===== src/hdl/segment_distance_z_interpolator_defines.svh =====
// Assertion macros for the module that checks its own behaviour.
`ifndef SEGMENT_DISTANCE_Z_INTERPOLATOR_DEFINES_SVH
`define SEGMENT_DISTANCE_Z_INTERPOLATOR_DEFINES_SVH
`ifndef SYNTHESIS
`define SDZI_ASSERT(lbl, clk, rstn, prop, msg) \
  lbl: assert property (@(posedge clk) disable iff (!rstn) prop) else $error(msg);
`define SDZI_ASSERT_ALWAYS(lbl, clk, prop, msg) \
  lbl: assert property (@(posedge clk) prop) else $error(msg);
`else
`define SDZI_ASSERT(lbl, clk, rstn, prop, msg)
`define SDZI_ASSERT_ALWAYS(lbl, clk, prop, msg)
`endif
`endif


===== src/hdl/sdzi_pkg.sv =====
package sdzi_pkg;

  localparam int CW   = 24;
  localparam int ZW   = 16;
  localparam int OW   = 32;
  localparam int CF   = 8;
  localparam int RF   = 16;
  localparam int DW   = CW;
  localparam int SQW  = 2 * DW + 1;
  localparam int RW   = (SQW + 1) / 2;
  localparam int RADW = 2 * RW;
  localparam int REMW = RW + 2;
  localparam int NUMW = RW + RF + 1;
  localparam int THW  = NUMW - RF;
  localparam int PHW  = ZW + THW;
  localparam int PLW  = ZW + RF;
  localparam int ZBW  = PHW + CF + 3;
  localparam int SH   = RF - CF;
  localparam int NST  = 6 + RW + NUMW;
  localparam int NSD  = NST - 1;

  localparam logic [ZBW-1:0] RND = ZBW'(1) << (SH - 1);
  localparam logic signed [ZBW-1:0] ZMAX = (ZBW'(1) << (OW - 1)) - ZBW'(1);
  localparam logic signed [ZBW-1:0] ZMIN = -(ZBW'(1) << (OW - 1));

  typedef struct packed {
    logic signed [CW-1:0] a_x;
    logic signed [CW-1:0] a_y;
    logic signed [ZW-1:0] a_z;
    logic signed [CW-1:0] b_x;
    logic signed [CW-1:0] b_y;
    logic signed [ZW-1:0] b_z;
    logic signed [CW-1:0] p_x;
    logic signed [CW-1:0] p_y;
  } sdzi_in_t;

  typedef struct packed {
    logic signed [OW-1:0] z_out;
    logic                 degenerate;
  } sdzi_out_t;

  typedef struct packed {
    logic [RADW-1:0] rad;
    logic [REMW-1:0] rem;
    logic [RW-1:0]   root;
  } sdzi_sq_t;

  typedef struct packed {
    logic [NUMW-1:0] num;
    logic [RW-1:0]   rem;
    logic [RW-1:0]   dvs;
    logic [NUMW-1:0] quo;
  } sdzi_dv_t;

  typedef struct packed {
    logic signed [ZW-1:0] az;
    logic [ZW-1:0]        adz;
    logic                 dneg;
    logic                 degen;
  } sdzi_side_t;

endpackage


===== src/hdl/sdzi_sqrt_cell.sv =====
module sdzi_sqrt_cell (
  input  logic               clk_i,
  input  logic               en_i,
  input  sdzi_pkg::sdzi_sq_t d_i,
  output sdzi_pkg::sdzi_sq_t q_o
);
  import sdzi_pkg::*;

  sdzi_sq_t        cell_d, cell_q;
  logic [REMW-1:0] part, trial;

  // One root bit per cell: bring down two radicand bits, try 4*root+1.
  always_comb begin
    part       = {d_i.rem[REMW-3:0], d_i.rad[RADW-1 -: 2]};
    trial      = {d_i.root, 2'b01};
    cell_d.rad = {d_i.rad[RADW-3:0], 2'b00};
    if (part >= trial) begin
      cell_d.rem  = part - trial;
      cell_d.root = {d_i.root[RW-2:0], 1'b1};
    end else begin
      cell_d.rem  = part;
      cell_d.root = {d_i.root[RW-2:0], 1'b0};
    end
  end

  always_ff @(posedge clk_i) begin
    if (en_i) begin
      cell_q <= cell_d;
    end
  end

  assign q_o = cell_q;
endmodule


===== config.mk =====
export PLATFORM = sky130hd
export DESIGN_NAME = sdzi_sqrt_cell
export DESIGN_NICKNAME = d
export VERILOG_FILES = /design/src/hdl/segment_distance_z_interpolator_defines.svh /design/src/hdl/sdzi_pkg.sv /design/src/hdl/sdzi_sqrt_cell.sv
export SDC_FILE = /design/constraint.sdc
export NUM_CORES = 1
export LEC_CHECK = 0
export BUFFER_PORTS_ARGS = -buffer_cell sky130_fd_sc_hd__clkbuf_2
export CORE_AREA = 4 4 112 114
export CTS_CLUSTER_DIAMETER = 40
export DETAILED_ROUTE_END_ITERATION = 6
export DIE_AREA = 0 0 116 118
export MAX_ROUTING_LAYER = met4
export PLACE_DENSITY = 0.76
export RECOVER_POWER = 50
export SLEW_MARGIN = 20
export SYNTH_ARGS = -nofsm -noshare
export SYNTH_HDL_FRONTEND = slang
export SYNTH_SLANG_ARGS = --single-unit

===== constraint.sdc =====
create_clock -name clk_i -period 2.61 [get_ports clk_i]
set_input_delay 0.3915 -clock clk_i [delete_from_list [all_inputs] [get_ports clk_i]]
set_output_delay 0.3915 -clock clk_i [all_outputs]
set_load 0.005 [all_outputs]

==> results.yml <==
clock_tree:
  cts_setup_buffers: 0
  path_clk_slew_ns: 0.07
  cts_buffers: 9
  root_buffer: "clkbuf_16"
  cts_hold_buf: 0
  clk_path_buf_depth: 2
  cts_tree: "yes"
  htree_levels: 3
  cts-resized-gates: 0
  clock_sink_count: 100
finish:
  final_area_um2: 7020
  final_common_cell: "clkbuf_2"
  final_cells: 796
  largest_reg_flops: 100
  diodes: 0
  area_delta_synth_final_pct: 39.7
  final_cell_mix: "clkbuf_2, edfxtp_1, buf_4, inv_1, a21oi_1"
  layout.nets: 779
  drive_gt1_frac: 0.440
timing:
  hold_viol: 0
  max_freq_mhz: 409
  maxSlewViolCount: 68
  max_slew.worst_pin.slew_ns: 1.58
  rsz0062_at_grt: "false"
  period_share: 0.937
  max_slew_margin: -0.0535
  setup_violations: 0
  fin_crit_ns: 2.45
route:
  drtIter0Drc: 296
  routedWlPerCell_um: 16.6
  wirelength_um: 13200
  viasPerCell: 5.05
  first_pass_iters: 4
  via_count: 4023
  ant_nets: 0
  route.detailed.drc: 0
floorplanning:
  dieArea_um2: 13700
  start_util: 0.440
  dieWidth_um: 116
  ioPinCount: 206
  rows: 39
  core_um2: 11400
  fp.dieH_um: 118
worst_setup_path:
  crit_path_end_kind: "flip-flop"
  critPathRequiredTime_ns: 2.70
  slowest_delay_ns: 0.39
  startpoint_type: "primary input"
  critical_path.cell_chain: "clkbuf_2 -> inv_1 -> ha_1 -> a21o_1 -> or3_1 -> o211ai_1 -> a21oi_1 -> nor4_1 -> a311oi_1 -> mux2_4"
  crit_slowest_cell: "o211ai_1"
  critPathKind: "in2reg"
  crit_fanout: 4
  arrival_ns: 2.54
  path_buf_inv: 2
  cp_top_family: "compound AO/OA/AOI/OAI gates"
outcome:
  outcome: "finished with violations"
  violations: "max-capacitance violations, max-slew violations"
yosys:
  netlist_area_um2: 5020
  ys.flop_type: "edfxtp_1"
  avgSynthCellArea_um2: 13.0
  synthArstFlopShare: 0
  yosysSeqAreaShare: 0.598
  synth.ff_latch_count: 100
  synth_edf_count: 100
  yosysWarnings: 0
  yosys.cell_types.count: 55
  syn_inst: 386
power:
  vdd.ir_drop.worst_mv: 0.411
  power_mw: 4.33
  power_density_nw_per_um2: 617
  power.leakage_nw: 3.20
hold_path:
  hp-class: "in2reg"
global_route:
  grt_pass1_wl_um: 20200
  antenna_found_initial: 0
  grt_max_degree: 68
  grt_overflow: 0
  grtUsageTotal: 0.193
  grt_pass1_vias: 4031
placement:
  placed_area_um2: 6770
  placedCellCount: 780
  gp_congestion: 0.912
  io_buffer_count: 201
  dp_hpwl_um: 10900
run:
  drv_cap: 1
stage by stage:
step                      worst slack [ns]  TNS [ns]   util  hold slack [ns]
after floorplan                    -0.0323    -0.504      -            0.490
after global placement              -0.153     -3.06  0.593            0.569
after detailed placement            -0.191     -3.67  0.593            0.570
after CTS                            0.173         0  0.618            0.209
after global routing                0.0233         0  0.614            0.207
final                                0.164         0  0.614            0.225
worst paths after layout:
| kind | start | endpoint | slack, ns | depth (start not counted) |
|---|---|---|---|---|
| worst max-delay path | d_i[5] | q_o[45]$_DFFE_PP_ | 0.16 | 10 |
| worst min-delay path | d_i[57] | q_o[59]$_DFFE_PP_ | 0.22 | 1 |
where the power goes:
part | switching, mW | internal, mW
sequential | 0.0431 | 1.96
clock | 0.566 | 0.744
combinational | 0.489 | 0.532
routing by layer:
metal,vias up,wire length (um),track usage
met3,11,1210,0.0586
li1,1957,-,-
met1,1896,5160,0.222
met5,-,0,-
met2,159,6680,0.323
met4,0,157,0.0573
final cells by class:
class                   count  area (um2)
fillers                   913        4400
repair buffers            261        1460
clock buffers              10         229
multi-input cells         241        1930
flip-flops and latches    100        3000
well taps                 143         179
inverters                  35         144
clock inverters             6        62.6
cells by family after synthesis:
| family | Yosys count | share of synthesized area |
|---|---|---|
| other | 1 | 0.000747 |
| buffers and inverters | 46 | 0.0411 |
| and+or+nand+nor | 73 | 0.0693 |
| adders and majority gates | 27 | 0.0673 |
| DFF | 100 | 0.598 |
| muxes | 29 | 0.0645 |
| xor gates and xnor gates | 21 | 0.0366 |
| AOI/OAI and AO/OA | 89 | 0.122 |
synth_stat cells (2+ instances only):
library cell    n  area share
edfxtp_1      100        0.60
inv_1          34       0.025
a21oi_1        27       0.027
ha_1           27       0.067
mux2_1         21       0.047
nand2_1        21       0.016
nor2_1         20       0.015
xnor2_1        13       0.023
a21o_1         10       0.015
nand3_1         9      0.0090
o21ai_0         9      0.0090
o21bai_1        8       0.012
xor2_1          8       0.014
o21a_1          6      0.0090
mux2i_1         5       0.010
nand4_1         5      0.0062
buf_4           4      0.0060
clkbuf_1        4      0.0030
nor3_1          4      0.0040
o211ai_1        4      0.0060
a31oi_1         3      0.0037
nor2b_1         3      0.0037
o21ai_1         3      0.0030
a32oi_1         2      0.0035
and2_1          2      0.0025
and3_1          2      0.0025
buf_6           2      0.0045
mux2_2          2      0.0045
o31ai_1         2      0.0030
No activity file was read; power rests on OpenSTA's default activity.
