==> config.mk <==
export PLATFORM = sky130hd
export DESIGN_NAME = sdzi_div_cell
export DESIGN_NICKNAME = d
export VERILOG_FILES = /design/src/hdl/segment_distance_z_interpolator_defines.svh /design/src/hdl/sdzi_pkg.sv /design/src/hdl/sdzi_div_cell.sv
export SDC_FILE = /design/constraint.sdc
export NUM_CORES = 1
export LEC_CHECK = 0
export ABC_AREA = 1
export BUFFER_PORTS_ARGS = -buffer_cell sky130_fd_sc_hd__buf_2
export CAP_MARGIN = 10
export CELL_PAD_IN_SITES_DETAIL_PLACEMENT = 0
export CELL_PAD_IN_SITES_GLOBAL_PLACEMENT = 2
export CORE_ASPECT_RATIO = 0.7
export CORE_UTILIZATION = 30
export CTS_CLUSTER_DIAMETER = 50
export DETAILED_ROUTE_END_ITERATION = 12
export GPL_TIMING_DRIVEN = 0
export PLACE_DENSITY = 0.83
export SYNTH_ARGS = -nofsm -noshare
export SYNTH_HDL_FRONTEND = slang
export SYNTH_SLANG_ARGS = --single-unit
==> constraint.sdc <==
create_clock -name clk_i -period 4.7 [get_ports clk_i]
set_clock_uncertainty 0.1 [all_clocks]
set_input_delay 0.705 -clock clk_i [delete_from_list [all_inputs] [get_ports clk_i]]
set_output_delay 0.705 -clock clk_i [all_outputs]
set_load 0.02 [all_outputs]
==> src/hdl/segment_distance_z_interpolator_defines.svh <==
// Assertion macros for the module that checks its own behaviour.
`ifndef SEGMENT_DISTANCE_Z_INTERPOLATOR_DEFINES_SVH
`define SEGMENT_DISTANCE_Z_INTERPOLATOR_DEFINES_SVH
`ifndef SYNTHESIS
`define SDZI_ASSERT(lbl, clk, rstn, prop, msg) \
  lbl: assert property (@(posedge clk) disable iff (!rstn) prop) else $error(msg);
`define SDZI_ASSERT_ALWAYS(lbl, clk, prop, msg) \
  lbl: assert property (@(posedge clk) prop) else $error(msg);
`else
`define SDZI_ASSERT(lbl, clk, rstn, prop, msg)
`define SDZI_ASSERT_ALWAYS(lbl, clk, prop, msg)
`endif
`endif

==> src/hdl/sdzi_pkg.sv <==
package sdzi_pkg;

  localparam int CW   = 24;
  localparam int ZW   = 16;
  localparam int OW   = 32;
  localparam int CF   = 8;
  localparam int RF   = 16;
  localparam int DW   = CW;
  localparam int SQW  = 2 * DW + 1;
  localparam int RW   = (SQW + 1) / 2;
  localparam int RADW = 2 * RW;
  localparam int REMW = RW + 2;
  localparam int NUMW = RW + RF + 1;
  localparam int THW  = NUMW - RF;
  localparam int PHW  = ZW + THW;
  localparam int PLW  = ZW + RF;
  localparam int ZBW  = PHW + CF + 3;
  localparam int SH   = RF - CF;
  localparam int NST  = 6 + RW + NUMW;
  localparam int NSD  = NST - 1;

  localparam logic [ZBW-1:0] RND = ZBW'(1) << (SH - 1);
  localparam logic signed [ZBW-1:0] ZMAX = (ZBW'(1) << (OW - 1)) - ZBW'(1);
  localparam logic signed [ZBW-1:0] ZMIN = -(ZBW'(1) << (OW - 1));

  typedef struct packed {
    logic signed [CW-1:0] a_x;
    logic signed [CW-1:0] a_y;
    logic signed [ZW-1:0] a_z;
    logic signed [CW-1:0] b_x;
    logic signed [CW-1:0] b_y;
    logic signed [ZW-1:0] b_z;
    logic signed [CW-1:0] p_x;
    logic signed [CW-1:0] p_y;
  } sdzi_in_t;

  typedef struct packed {
    logic signed [OW-1:0] z_out;
    logic                 degenerate;
  } sdzi_out_t;

  typedef struct packed {
    logic [RADW-1:0] rad;
    logic [REMW-1:0] rem;
    logic [RW-1:0]   root;
  } sdzi_sq_t;

  typedef struct packed {
    logic [NUMW-1:0] num;
    logic [RW-1:0]   rem;
    logic [RW-1:0]   dvs;
    logic [NUMW-1:0] quo;
  } sdzi_dv_t;

  typedef struct packed {
    logic signed [ZW-1:0] az;
    logic [ZW-1:0]        adz;
    logic                 dneg;
    logic                 degen;
  } sdzi_side_t;

endpackage

==> src/hdl/sdzi_div_cell.sv <==
module sdzi_div_cell (
  input  logic               clk_i,
  input  logic               en_i,
  input  sdzi_pkg::sdzi_dv_t d_i,
  output sdzi_pkg::sdzi_dv_t q_o
);
  import sdzi_pkg::*;

  sdzi_dv_t      cell_d, cell_q;
  logic [RW:0]   part;

  // One quotient bit per cell, restoring division.
  always_comb begin
    part       = {d_i.rem, d_i.num[NUMW-1]};
    cell_d.num = {d_i.num[NUMW-2:0], 1'b0};
    cell_d.dvs = d_i.dvs;
    if (part >= {1'b0, d_i.dvs}) begin
      cell_d.rem = RW'(part - {1'b0, d_i.dvs});
      cell_d.quo = {d_i.quo[NUMW-2:0], 1'b1};
    end else begin
      cell_d.rem = part[RW-1:0];
      cell_d.quo = {d_i.quo[NUMW-2:0], 1'b0};
    end
  end

  always_ff @(posedge clk_i) begin
    if (en_i) begin
      cell_q <= cell_d;
    end
  end

  assign q_o = cell_q;
endmodule

==> results.toml <==
[synth]
yosysTopAreaCell = "edfxtp_1"
avgSynthCellArea_um2 = 9.93
ys_seq_area_share_pct = 61.8
synth_cells = 651
synth_common_cells = "nand2_1 (240), edfxtp_1 (133), inv_1 (119), nand4_1 (33), nor2_1 (31)"
synth.most_common_cell = "nand2_1"
syn-cell-area_mm2 = 0.00646
netlist.area_leader.share_pct = 61.8
synth_warnings = 0
ys_async_sr_fraction_pct = 0
synth.distinct_cells = 28
ys_seq_elements = 133
synthTopCellsByArea = "edfxtp_1 (62%), nand2_1 (14%), inv_1 (6.9%)"
synth_edf_count = 133
ys.flop_type = "edfxtp_1"
syn_nets = 813

[routing]
viasPerCell = 4.26
antenna_left = 0
num_vias = 5222
wirelength_um = 18500
drtIter0Drc = 250
route.detailed.drc = 0
dr.pass1.iters = 4
wl_per_cell_um = 15.1

[sta]
fmax_ghz = 0.370
fin_crit_sh_pct = 57.6
fin_tns_setup_ns = 0
rsz0062_at_grt = "false"
hold_ws_ns = 0.359
final.min_clock_period_ns = 2.71
worst_slack_ns = 1.99
worstMarginPinSlew_ns = 0.569
drv_slew = 0
max-slew-margin-rel_pct = 62.1
finalSetupViolCount = 0
finalHoldViolCount = 0

[worst_hold_path]
whs_endpoint = "q_o[9]"
hp-class = "in -> reg"
holdPathStages = 1
worstHoldStart = "d_i[8]"

[pwr]
intPower_mw = 2.40
comb_power_share_pct = 18.9
p_seq_share_pct = 42.5
leakage_nw = 4.42
p_clk_share_pct = 38.6
power.switching_mw = 1.03
peakVddDrop_v = 0.000221
power_density_mw_per_mm2 = 392
switching_share_pct = 30.1

[floorplanning]
die_area_mm2 = 0.0221
row_count = 44
fp.dieW_um = 177
boundaryPins = 270
core_area_mm2 = 0.0209
die_h_um = 125
initial_core_util_pct = 30.9

[worst_setup_path]
crit_required_ns = 4.76
crit_arrival_ns = 2.77
start_kind = "primary input"
criticalPathCategory = "in -> reg"
worst-path-max-fanout = 10
cp-end-kind = "flop"

[clocking]
cts_buffers = 17
clk_path_buf_depth = 2
cts_tree = "built"
htreeDepth = 4
hold_buffers = 0
post-cts-setup-buffer-count = 0
cts_resized = 0
clock-sinks = 133
clk_pin_slew_ns = 0.07
root_buffer = "clkbuf_16"

[cells_and_area]
fin_util_pct = 41.9
antenna_cells = 0
nFillCells = 2169
largest_reg_flops = 133
layout.cells.non_filler = 1227
drive_gt1_share_pct = 33.3
layout.nets = 1100
area_growth_pct = 35.6

[global_routing]
grt_pass1_wl_um = 28300
grt_pass1_vias = 5216
grt_usage_pct = 17.1
grt_max_degree = 90
antenna_found_initial = 0
grt-ovfl-total = 0

[placement]
post-dp-hpwl_um = 14700
dp.cells = 1195
port_buffers = 267
gp_congestion = 0.791
place_ws_ns = 1.56

[outcome]
outcome = "complete, no violations"

[job]
cap_violations = 0
## power groups by stage
stage | logic [mW] | clock network, mW | registers [mW]
6_report | 0.649 | 1.33 | 1.46
5_1_grt | 0.723 | 1.42 | 1.47
4_1_cts | 0.660 | 1.38 | 1.46
3_5_place_dp | 0.656 | 0 | 1.49
3_3_place_gp | 0.652 | 0 | 1.49
2_1_floorplan | 0.236 | 0 | 1.63
## worst max path at each step
stage,start,to,slack (ns),depth (start not counted)
6_report,d_i[58],q_o[79],1.99,11
4_1_cts,d_i[58],q_o[79],2.00,11
2_1_floorplan,d_i[133],q_o[87],2.25,11
5_1_grt,d_i[58],q_o[80],1.83,11
3_3_place_gp,en_i,q_o[101],1.24,1
3_5_place_dp,d_i[58],q_o[79],1.56,11
## cell usage in the layout, fill, tap and decap left out, drive strengths merged
cell type	instances
a21oi	11
and2	2
buf	275
bufinv	1
clkbuf	19
clkinv	3
clkinvlp	1
conb	1
edfxtp	133
fa	1
ha	25
inv	131
nand2	241
nand3	23
nand3b	2
nand4	33
nor2	32
nor3	2
o21a	1
or2	2
xor2	12
## stage by stage
stage / power, mW / instance area, um^2
5_1_grt: 3.61 / 8760
4_1_cts: 3.50 / 8760
6_report: 3.44 / 8760
3_5_place_dp: 2.14 / 8180
2_1_floorplan: 1.87 / 6460
3_3_place_gp: 2.14 / 8150
## final cells by class
cell class / instances / area (um^2) / share of cell area (%)
Buffer: 9 / 57.6 / 0.657
Clock buffer: 17 / 425 / 4.85
Clock inverter: 15 / 159 / 1.81
Inverter: 121 / 454 / 5.18
Multi-Input combinational cell: 388 / 1960 / 22.3
Sequential cell: 133 / 3990 / 45.6
Tap cell: 276 / 345 / 3.94
Timing Repair Buffer: 268 / 1370 / 15.6
## critical path, stage by stage
cell,delay (ns)
buf_2,0.09
inv_1,0.04
ha_1,0.41
nand2_1,0.14
nor2_1,0.26
nand2_1,0.14
nor2_1,0.14
nand3_2,0.23
clkbuf_1,0.35
nand4_1,0.18
nand2_1,0.09
## logic make-up (layout without fill, tap and decap cells)
family / after synthesis / in the layout / share of synthesized area [%]
DFF: 133 / 133 / 61.8
other: 1 / 1 / 0.0580
AOI/OAI and AO/OA: 12 / 12 / 1.14
buffers and inverters: 130 / 430 / 7.92
xor gates and xnor gates: 12 / 12 / 1.63
and+or+nand+nor: 337 / 337 / 22.3
adders and majority gates: 26 / 26 / 5.15
## metal layers
metal  track usage (%)  wire, um
met3              5.46      1390
met4              3.32        91
met2              26.5      8010
met5                 0         0
met1              23.2      9000
(Power assumes the default switching activity.)
